$ cat src/rtl/pla_pkg.sv
package pla_pkg;

  // port field widths
  localparam int PT_W  = 16;
  localparam int LEN_W = 48;
  localparam int CNT_W = 16;

  // arithmetic configuration
  localparam int COORD_WIDTH = 16;
  localparam int FRAC_BITS   = 8;

  // derived datapath widths
  localparam int MAG_W  = COORD_WIDTH;
  localparam int SQ_W   = 2 * MAG_W + 1;
  localparam int RAD_W  = SQ_W + 2 * FRAC_BITS;
  localparam int ROOT_W = (RAD_W + 1) / 2;
  localparam int PAD_W  = 2 * ROOT_W;
  localparam int REM_W  = ROOT_W + 3;
  localparam int STEP_W = $clog2(ROOT_W + 1);
  localparam int SUM_W  = ((ROOT_W > LEN_W) ? ROOT_W : LEN_W) + 1;

  localparam logic [LEN_W-1:0] LEN_MAX = {LEN_W{1'b1}};
  localparam logic [CNT_W-1:0] CNT_MAX = {CNT_W{1'b1}};

  typedef struct packed {
    logic signed [PT_W-1:0] point_x;
    logic signed [PT_W-1:0] point_y;
    logic                   last_point;
  } pla_in_t;

  typedef struct packed {
    logic [LEN_W-1:0] total_length;
    logic [CNT_W-1:0] point_count;
    logic             length_saturated;
  } pla_out_t;

  // square root unit request and response
  typedef struct packed {
    logic             start;
    logic [RAD_W-1:0] radicand;
  } pla_sqrt_req_t;

  typedef struct packed {
    logic              done;
    logic [ROOT_W-1:0] root;
  } pla_sqrt_rsp_t;

  typedef enum logic [2:0] {
    ST_IDLE,
    ST_SQX,
    ST_SQY,
    ST_SQS,
    ST_SRT,
    ST_WAIT,
    ST_ACC,
    ST_EMIT
  } pla_state_e;

  // low COORD_WIDTH bits of a port coordinate, sign-extended
  function automatic logic signed [COORD_WIDTH-1:0] sext_coord(logic signed [PT_W-1:0] v);
    logic signed [COORD_WIDTH-1:0] r;
    for (int i = 0; i < COORD_WIDTH; i++) begin
      r[i] = v[(i < PT_W) ? i : PT_W - 1];
    end
    return r;
  endfunction

endpackage

$ cat src/rtl/polyline_length_accumulator_top.sv
// Channel  Direction  Handshake               Beat
// in       input      in_valid_i / in_stall_o    pla_in_t  (point_x, point_y, last_point)
// out      output     out_valid_o / out_stall_i  pla_out_t (total_length, point_count,
//                                                           length_saturated)
//
// A point after the first of its polyline goes through states SQX, SQY, SQS, SRT, WAIT
// and ACC: the squares go through one shared multiplier, then the segment root runs one
// bit per cycle in the compare-subtract unit. A first point goes straight to ACC; a last
// point goes on to EMIT to load the output register. The result register lets the next
// point in while a result waits under out_stall_i; a last point then waits for it.
// rst_ni clears the polyline state and drops out_valid_o.
module polyline_length_accumulator_top (
  input  logic              clk_i,
  input  logic              rst_ni,
  input  logic              in_valid_i,
  output logic              in_stall_o,
  input  pla_pkg::pla_in_t  in_data_i,
  output logic              out_valid_o,
  input  logic              out_stall_i,
  output pla_pkg::pla_out_t out_data_o
);
  import pla_pkg::*;

  pla_state_e state_q, state_d;

  // polyline state
  logic signed [COORD_WIDTH-1:0] prev_x_q, prev_y_q;
  logic                          have_prev_q;
  logic [LEN_W-1:0]              len_q;
  logic [CNT_W-1:0]              cnt_q;
  logic                          sat_q;

  // per-point working registers
  logic [MAG_W-1:0]   ax_q, ay_q;
  logic               last_q;
  logic               seg_en_q;
  logic [2*MAG_W-1:0] prod_q;
  logic [SQ_W-1:0]    sq_q;

  // result register
  pla_out_t out_q;
  logic     out_valid_q;

  // sequencer outputs
  logic in_acc;
  logic mul_sel_y;
  logic acc_en;
  logic emit_go;
  logic out_free;

  pla_sqrt_req_t sqrt_req;
  pla_sqrt_rsp_t sqrt_rsp;

  // coordinate differences and magnitudes
  logic signed [COORD_WIDTH-1:0] x_c, y_c;
  logic signed [COORD_WIDTH:0]   dx, dy, dx_neg, dy_neg;
  logic [MAG_W-1:0]              ax_d, ay_d;

  assign x_c    = sext_coord(in_data_i.point_x);
  assign y_c    = sext_coord(in_data_i.point_y);
  assign dx     = {x_c[COORD_WIDTH-1], x_c} - {prev_x_q[COORD_WIDTH-1], prev_x_q};
  assign dy     = {y_c[COORD_WIDTH-1], y_c} - {prev_y_q[COORD_WIDTH-1], prev_y_q};
  assign dx_neg = -dx;
  assign dy_neg = -dy;
  assign ax_d   = dx[COORD_WIDTH] ? dx_neg[MAG_W-1:0] : dx[MAG_W-1:0];
  assign ay_d   = dy[COORD_WIDTH] ? dy_neg[MAG_W-1:0] : dy[MAG_W-1:0];

  // shared squarer
  logic [MAG_W-1:0]   mul_a;
  logic [2*MAG_W-1:0] prod;

  assign mul_a = mul_sel_y ? ay_q : ax_q;
  assign prod  = mul_a * mul_a;

  // saturating length sum
  logic [SUM_W-1:0] len_sum;
  logic             len_ovf;

  assign len_sum = SUM_W'(len_q) + SUM_W'(sqrt_rsp.root);
  assign len_ovf = (len_sum > SUM_W'(LEN_MAX));

  assign out_free = !out_valid_q || !out_stall_i;

  // next state
  always_comb begin
    state_d = state_q;
    case (state_q)
      ST_IDLE: begin
        if (in_acc) begin
          state_d = have_prev_q ? ST_SQX : ST_ACC;
        end
      end
      ST_SQX:  state_d = ST_SQY;
      ST_SQY:  state_d = ST_SQS;
      ST_SQS:  state_d = ST_SRT;
      ST_SRT:  state_d = ST_WAIT;
      ST_WAIT: begin
        if (sqrt_rsp.done) begin
          state_d = ST_ACC;
        end
      end
      ST_ACC:  state_d = last_q ? ST_EMIT : ST_IDLE;
      ST_EMIT: begin
        if (out_free) begin
          state_d = ST_IDLE;
        end
      end
      default: state_d = ST_IDLE;
    endcase
  end

  // sequencer outputs
  always_comb begin
    in_stall_o        = 1'b1;
    mul_sel_y         = 1'b0;
    acc_en            = 1'b0;
    emit_go           = 1'b0;
    sqrt_req.start    = 1'b0;
    sqrt_req.radicand = {sq_q, {(2*FRAC_BITS){1'b0}}};
    case (state_q)
      ST_IDLE: in_stall_o = 1'b0;
      ST_SQY:  mul_sel_y = 1'b1;
      ST_SRT:  sqrt_req.start = 1'b1;
      ST_ACC:  acc_en = 1'b1;
      ST_EMIT: emit_go = out_free;
      default: ;
    endcase
  end

  assign in_acc = in_valid_i && !in_stall_o;

  pla_isqrt u_isqrt (
    .clk_i  (clk_i),
    .rst_ni (rst_ni),
    .req_i  (sqrt_req),
    .rsp_o  (sqrt_rsp)
  );

  // sequencer state and polyline state
  always_ff @(posedge clk_i or negedge rst_ni) begin
    if (!rst_ni) begin
      state_q     <= ST_IDLE;
      prev_x_q    <= '0;
      prev_y_q    <= '0;
      have_prev_q <= 1'b0;
      len_q       <= '0;
      cnt_q       <= '0;
      sat_q       <= 1'b0;
      out_valid_q <= 1'b0;
    end else begin
      state_q <= state_d;
      if (in_acc) begin
        prev_x_q    <= x_c;
        prev_y_q    <= y_c;
        have_prev_q <= 1'b1;
        if (cnt_q != CNT_MAX) begin
          cnt_q <= cnt_q + CNT_W'(1);
        end
      end
      if (acc_en && seg_en_q) begin
        if (len_ovf) begin
          len_q <= LEN_MAX;
          sat_q <= 1'b1;
        end else begin
          len_q <= len_sum[LEN_W-1:0];
        end
      end
      // result goes out, polyline starts over
      if (emit_go) begin
        prev_x_q    <= '0;
        prev_y_q    <= '0;
        have_prev_q <= 1'b0;
        len_q       <= '0;
        cnt_q       <= '0;
        sat_q       <= 1'b0;
        out_valid_q <= 1'b1;
      end else if (!out_stall_i) begin
        out_valid_q <= 1'b0;
      end
    end
  end

  // datapath registers
  always_ff @(posedge clk_i) begin
    if (in_acc) begin
      ax_q     <= ax_d;
      ay_q     <= ay_d;
      last_q   <= in_data_i.last_point;
      seg_en_q <= have_prev_q;
    end
    if (state_q == ST_SQX || state_q == ST_SQY) begin
      prod_q <= prod;
    end
    if (state_q == ST_SQY) begin
      sq_q <= SQ_W'(prod_q);
    end else if (state_q == ST_SQS) begin
      sq_q <= sq_q + SQ_W'(prod_q);
    end
    if (emit_go) begin
      out_q.total_length     <= len_q;
      out_q.point_count      <= cnt_q;
      out_q.length_saturated <= sat_q;
    end
  end

  assign out_valid_o = out_valid_q;
  assign out_data_o  = out_q;

endmodule

$ cat src/rtl/pla_isqrt.sv
module pla_isqrt (
  input  logic                   clk_i,
  input  logic                   rst_ni,
  input  pla_pkg::pla_sqrt_req_t req_i,
  output pla_pkg::pla_sqrt_rsp_t rsp_o
);
  import pla_pkg::*;

  logic [PAD_W-1:0]  rad_q, rad_d;
  logic [REM_W-1:0]  rem_q, rem_d;
  logic [ROOT_W-1:0] root_q, root_d;
  logic [STEP_W-1:0] cnt_q, cnt_d;
  logic              busy_q, busy_d;
  logic              done_q, done_d;

  logic [REM_W-1:0]  rem_sh;
  logic [REM_W-1:0]  trial;
  logic              fits;

  // one root bit per step: bring down two radicand bits, try to subtract
  assign rem_sh = {rem_q[REM_W-3:0], rad_q[PAD_W-1 -: 2]};
  assign trial  = REM_W'({root_q, 2'b01});
  assign fits   = (rem_sh >= trial);

  always_comb begin
    rad_d  = rad_q;
    rem_d  = rem_q;
    root_d = root_q;
    cnt_d  = cnt_q;
    busy_d = busy_q;
    done_d = 1'b0;
    if (req_i.start) begin
      rad_d  = PAD_W'(req_i.radicand);
      rem_d  = '0;
      root_d = '0;
      cnt_d  = STEP_W'(ROOT_W);
      busy_d = 1'b1;
    end else if (busy_q) begin
      rad_d  = rad_q << 2;
      rem_d  = fits ? (rem_sh - trial) : rem_sh;
      root_d = {root_q[ROOT_W-2:0], fits};
      cnt_d  = cnt_q - STEP_W'(1);
      if (cnt_q == STEP_W'(1)) begin
        busy_d = 1'b0;
        done_d = 1'b1;
      end
    end
  end

  // sequencing state
  always_ff @(posedge clk_i or negedge rst_ni) begin
    if (!rst_ni) begin
      cnt_q  <= '0;
      busy_q <= 1'b0;
      done_q <= 1'b0;
    end else begin
      cnt_q  <= cnt_d;
      busy_q <= busy_d;
      done_q <= done_d;
    end
  end

  // working registers
  always_ff @(posedge clk_i) begin
    rad_q  <= rad_d;
    rem_q  <= rem_d;
    root_q <= root_d;
  end

  assign rsp_o.done = done_q;
  assign rsp_o.root = root_q;

endmodule

$ cat config.mk
export PLATFORM = sky130hd
export DESIGN_NAME = polyline_length_accumulator_top
export DESIGN_NICKNAME = d
export VERILOG_FILES = /design/src/rtl/pla_pkg.sv /design/src/rtl/polyline_length_accumulator_top.sv /design/src/rtl/pla_isqrt.sv
export SDC_FILE = /design/constraint.sdc
export NUM_CORES = 1
export LEC_CHECK = 0
export BUFFER_PORTS_ARGS = -buffer_cell sky130_fd_sc_hd__buf_2
export CORE_MARGIN = 5
export CORE_UTILIZATION = 30
export CTS_CLUSTER_DIAMETER = 120
export CTS_CLUSTER_SIZE = 40
export DETAILED_ROUTE_END_ITERATION = 10
export GPL_TIMING_DRIVEN = 0
export SLEW_MARGIN = 40
export SYNTH_ARGS = -nofsm -noshare
export SYNTH_HDL_FRONTEND = slang
export SYNTH_HIERARCHICAL = 1
export SYNTH_SLANG_ARGS = --single-unit
$ cat constraint.sdc
create_clock -name clk_i -period 17 [get_ports clk_i]
set_input_delay 1.7 -clock clk_i [delete_from_list [all_inputs] [get_ports clk_i]]
set_output_delay 1.7 -clock clk_i [all_outputs]
set_load 0.03 [all_outputs]
# ---- Word level (Yosys, flattened, before mapping)
# Index checks and enable logic that the tools add are counted.
# W data, S select, Z words.
dict set report totals {
  elab_cells 110
  regBits 358
  out_inout_bits 67
}
dict set report op_classes {
  order_cmp 2
  n_eq_ne 13
  n_reduce_logical 16
  multipliers 1
  add_sub_neg 9
  mux 44
}
# operator n
set ops {}
lappend ops {{$mux W16} 10}
lappend ops {{$mux W48} 3}
lappend ops {{$mux W49} 2}
lappend ops {{$mux W32} 2}
lappend ops {{$add A48 B25 Y49} 1}
lappend ops {{$gt A49 B48 Y1 const B} 1}
lappend ops {{$sub A16 B16 Y17} 2}
lappend ops {{$add A33 B32 Y33} 1}
lappend ops {{$mul A16 B16 Y32} 1}
lappend ops {{$neg A16 Y16} 2}
lappend ops {{$ge A28 B27 Y1} 1}
lappend ops {{$mux W26} 1}
lappend ops {{$sub A26 B26 Y26} 1}
lappend ops {{$pmux W3 S8} 1}
lappend ops {{$mux W1} 18}
lappend ops {{$add A16 B1 Y16 const B} 1}
lappend ops {{$ne A16 B16 Y1 const B} 1}
lappend ops {{$mux W3} 5}
lappend ops {{$eq A3 B3 Y1 const B} 4}
lappend ops {{$reduce_bool A2 Y1} 6}
lappend ops {{$mux W5} 2}
lappend ops {{$eq A3 B2 Y1 const B} 2}
lappend ops {{$eq A5 B1 Y1 const B} 1}
lappend ops {{$sub A5 B1 Y5 const B} 1}
lappend ops {{9 further kinds} 15}

# ---- Depth between registers and ports, before layout
dict set report logic_depth {
  word_depth 5
  depth_mapped 31
  mapped_depth_nobuf 28
}

# ---- Modules after synthesis
# The synthesis kept the hierarchy.
# mod seq_area_each_um2 area_per_inst_um2 cells_each instances
set by_module_without_submodules {}
lappend by_module_without_submodules {polyline_length_accumulator_top 7437.1 21996.1 2220 1}
lappend by_module_without_submodules {pla_isqrt 2687.6 5835.6 553 1}

# ---- Worst setup path after synthesis
# Ideal clock, no wire load.
dict set report synth_timing {
  kind {reg2reg}
  start {register state_q[1]}
  end {register prod_q[31], data pin}
  t_arrival_ps 8139
  path_slack_ps 8605
  path_buffers 2
  period_less_slack_ps 8395
  stages_incl_launch_ff 31
  required_time_ps 16744
  path_cell_list {dfrtp_1 > clkbuf_1 > inv_1 > nor3_1 > clkbuf_1 > mux2i_1 > clkinv_1 > nand2_1 > inv_1 > fa_1 > inv_1 > fa_1 > inv_1 > fa_1 > inv_1 > fa_1 > inv_1 > fa_1 > inv_1 > fa_1 > inv_1 > ha_1 > and4_1 > and2_1 > o31a_1 > o31a_1 > nor4_1 > o311a_1 > o21ai_0 > a2111o_1 > o211a_1}
}
dict set report synth_between {
  elab_chain_len 4
}
# item line_no
set synth_lines {}
lappend synth_lines {{start, declared} polyline_length_accumulator_top.sv:24} ;# pla_state_e state_q, state_d;
lappend synth_lines {{start signal, assigned} polyline_length_accumulator_top.sv:151} ;# state_q <= state_d;
lappend synth_lines {{$eq A3 B2 Y1} polyline_length_accumulator_top.sv:120} ;# case (state_q)
lappend synth_lines {{$mux W1} polyline_length_accumulator_top.sv:120}
lappend synth_lines {{$mux W16} polyline_length_accumulator_top.sv:72} ;# assign mul_a = mul_sel_y ? ay_q : ax_q;
lappend synth_lines {{$mul A16 B16 Y32} polyline_length_accumulator_top.sv:73} ;# assign prod = mul_a * mul_a;
lappend synth_lines {{via prod[31]} polyline_length_accumulator_top.sv:70} ;# logic [2*MAG_W-1:0] prod;
lappend synth_lines {{end signal, assigned} polyline_length_accumulator_top.sv:192} ;# prod_q <= prod;
lappend synth_lines {{end, declared} polyline_length_accumulator_top.sv:37} ;# logic [2*MAG_W-1:0] prod_q;
# The timed path passes the listed nets, and every way through them passes these cells.
# A chain may end at the register's enable or synchronous reset.

# ---- Worst setup path after layout
# Same ends and word-level chain as after synthesis.

==> results.cfg <==
[worst_setup_path]
critPathCaptureType = flop
critPathLaunch = state_q[1]$_DFFE_PN0P_
cp.required_ns = 17.35
crit_slowest_cell = mux2i_2
critPathMaxFanout = 10
start_kind = flop
rr_startpoint = state_q[1]$_DFFE_PN0P_
r2r_end = prod_q[31]$_DFFE_PP_
path_class = flop to flop
arrival_ns = 10.07
cpPeakStageDelay_ns = 0.68
r2r_cells = 31
crit_top_cell = inv_1
r2r_slack_ns = 7.28

[sta]
period_needed_ns = 9.72
worst_pin_slew_ns = 0.800
hold_viol_final = 0
finalSetupTns_ns = 0
rsz0062_at_grt = false
fin_worst_skew_ns = 0.0572
max_freq_ghz = 0.103
fin_ws_ns = 7.28
relSlewSlack = 0.466
slew_violations = 0
setup_viol = 0
fin_crit_sh = 0.572

[logic_synthesis]
syn_avg_cell_area_um2 = 10.0
ys_seq_area_frac = 0.364
ys_async_sr_fraction = 0.292
synth_area_um2 = 27800
ys_types = 89
synth_cells = 2773
synth_seq_cells = 373
synth_warnings = 6
ys.flop_type = edfxtp_1
synth-edff-count = 211

[grt]
grt_overflow_total = 0
grt_pass1_wl_mm = 106
grt_max_degree = 68
grt.total_usage = 0.127
grt_pass1_vias = 20200
antenna_found_initial = 0

[routing]
drc = 0
wl_per_cell_um = 15.3
first_iter_violations = 1350
routed_wirelength_mm = 63.9
viasPerCell = 4.82
postRouteAntennaNets = 0
routed-via-count = 20100
firstDrtPassIters = 8

[floorplanning]
die_h_um = 315
die_area_um2 = 99000
die_w_um = 315
design.core.area_um2 = 91900
rows = 111
io_pins = 104
initial_utilization = 0.303

[clock_tree]
clock_latency_ns = 0.57
htreeDepth = 1
clk_path_buf_depth = 3
path_clk_slew_ns = 0.14
cts_tree = built
post_cts_resized = 0
cts_buffers = 15
clkSinkCount = 373
hold_buffers = 0
root_buffer = clkbuf_16
post-cts-setup-buffer-count = 0

[placed_design]
hpwlAfterDp_mm = 50.1
portBuffers = 103
gp_congestion = 0.884
dp_slack_ns = 7.21
dpl.cell_count = 4140

[cells_and_area]
num-fill-cells = 9537
nets = 3335
layout_commonest_cell = inv_1
diodes = 0
mostFrequentLayoutCells = inv_1, nand2_1, nor2_1
final_cells = 4166
syn_to_final_growth_pct = 10.2
drive_gt1_frac = 0.0838
final_core_util = 0.334

[run]
cap_violations = 0

[hold_path]
holdPathEnd = out_data_o[0]$_DFFE_PP_
holdCritPathClass = flop to flop
min_delay_path_depth = 0
min-delay-start = sat_q$_DFFE_PN0P_

[status]
status = finished, final reports clean
## how the worst max path moves through the flow
stage | end | slack, ns | depth (start not counted)
floorplan | prod_q[31]$_DFFE_PP_ | 8.61 | 30
global placement | prod_q[31]$_DFFE_PP_ | 6.05 | 30
detailed placement | prod_q[31]$_DFFE_PP_ | 7.21 | 31
CTS | prod_q[31]$_DFFE_PP_ | 7.18 | 31
global route | prod_q[31]$_DFFE_PP_ | 6.74 | 31
finish | prod_q[31]$_DFFE_PP_ | 7.28 | 31
## cell families (layout without fill, tap and decap cells)
| group | Yosys count | after routing | synth area share |
|---|---|---|---|
| buffers and inverters | 429 | 564 | 0.0592 |
| XOR/XNOR | 156 | 156 | 0.0491 |
| AND/OR/NAND/NOR | 754 | 754 | 0.128 |
| other | 1 | 16 | 0.000135 |
| flip-flops | 373 | 373 | 0.364 |
| adder cells (fa/ha/maj) | 384 | 384 | 0.218 |
| multiplexers | 117 | 117 | 0.0449 |
| AO/OA/AOI/OAI | 559 | 559 | 0.138 |
## registers in the layout (all words and copies together) (netlist names), 5 cells and up
| signal | count |
|---|---|
| len_q | 48 |
| u_isqrt/cnt_q | 5 |
| out_data_o | 65 |
| sq_q | 33 |
| ay_q | 16 |
| u_isqrt/rem_q | 26 |
| prev_y_q | 16 |
| u_isqrt/rad_q | 50 |
| ax_q | 16 |
| prod_q | 31 |
| prev_x_q | 16 |
| u_isqrt/root_q | 25 |
| cnt_q | 16 |
## cells in the mapped netlist (6+ instances only)
cell type / count / area share
a211o_1: 8 / 0.0025
a211oi_1: 35 / 0.0094
a21o_1: 50 / 0.013
a21oi_1: 117 / 0.021
a22o_1: 33 / 0.010
a31oi_1: 24 / 0.0054
a41oi_1: 7 / 0.0022
and2_1: 16 / 0.0036
and3_1: 26 / 0.0058
and4_1: 10 / 0.0031
buf_1: 7 / 0.00094
clkbuf_1: 72 / 0.0097
dfrtp_1: 109 / 0.098
dfxtp_1: 53 / 0.038
edfxtp_1: 211 / 0.23
fa_1: 167 / 0.12
ha_1: 217 / 0.098
inv_1: 341 / 0.046
mux2_2: 62 / 0.025
mux2i_1: 55 / 0.020
nand2_1: 226 / 0.030
nand2b_1: 18 / 0.0040
nand3_1: 82 / 0.015
nand4_1: 22 / 0.0049
nor2_1: 221 / 0.030
nor2b_1: 18 / 0.0040
nor3_1: 39 / 0.0070
nor3b_1: 11 / 0.0030
nor4_1: 9 / 0.0020
o2111ai_1: 6 / 0.0019
o211ai_1: 32 / 0.0086
o21a_1: 26 / 0.0070
o21ai_0: 111 / 0.020
o21bai_1: 10 / 0.0027
o311ai_0: 11 / 0.0035
o31ai_1: 13 / 0.0035
o41ai_1: 6 / 0.0019
or2_2: 12 / 0.0027
or3_1: 18 / 0.0040
or4_1: 6 / 0.0016
xnor2_1: 97 / 0.031
xor2_1: 59 / 0.019
## layer usage
layer,track usage,part of all wire
met3,0.0136,0.038
met5,0,0
met1,0.177,0.47
met2,0.215,0.47
met4,0.0285,0.023
## layout make-up
type,count,area (um2),area share
multi-input cells,1986,16200,0.528
flip-flops and latches,373,10100,0.330
well taps,1243,1560,0.0507
inverters,345,1290,0.0422
repair buffers,109,631,0.0206
clock buffers,20,415,0.0135
plain buffers,84,360,0.0118
clock inverters,6,97.6,0.00318
## critical path: cells and delay by family, from the launching register on
kind	cells	cell delay [ns]
adders and majority gates	7	3.35
DFF	1	0.36
AOI/OAI and AO/OA	6	1.49
muxes	1	0.68
buffers and inverters	12	2.11
and+or+nand+nor	5	1.47
## stage by stage
| step | hold slack, ns | instance area (um2) |
|---|---|---|
| 3_5_place_dp | 0.448 | 30100 |
| 4_1_cts | 0.480 | 30700 |
| 3_3_place_gp | 0.440 | 30000 |
| 6_report | 0.482 | 30700 |
| 5_1_grt | 0.508 | 30700 |
| 2_1_floorplan | 0.425 | 27900 |
Power is not shown: default switching activity piles up to over one toggle a cycle in this logic, so the estimate is an artifact.
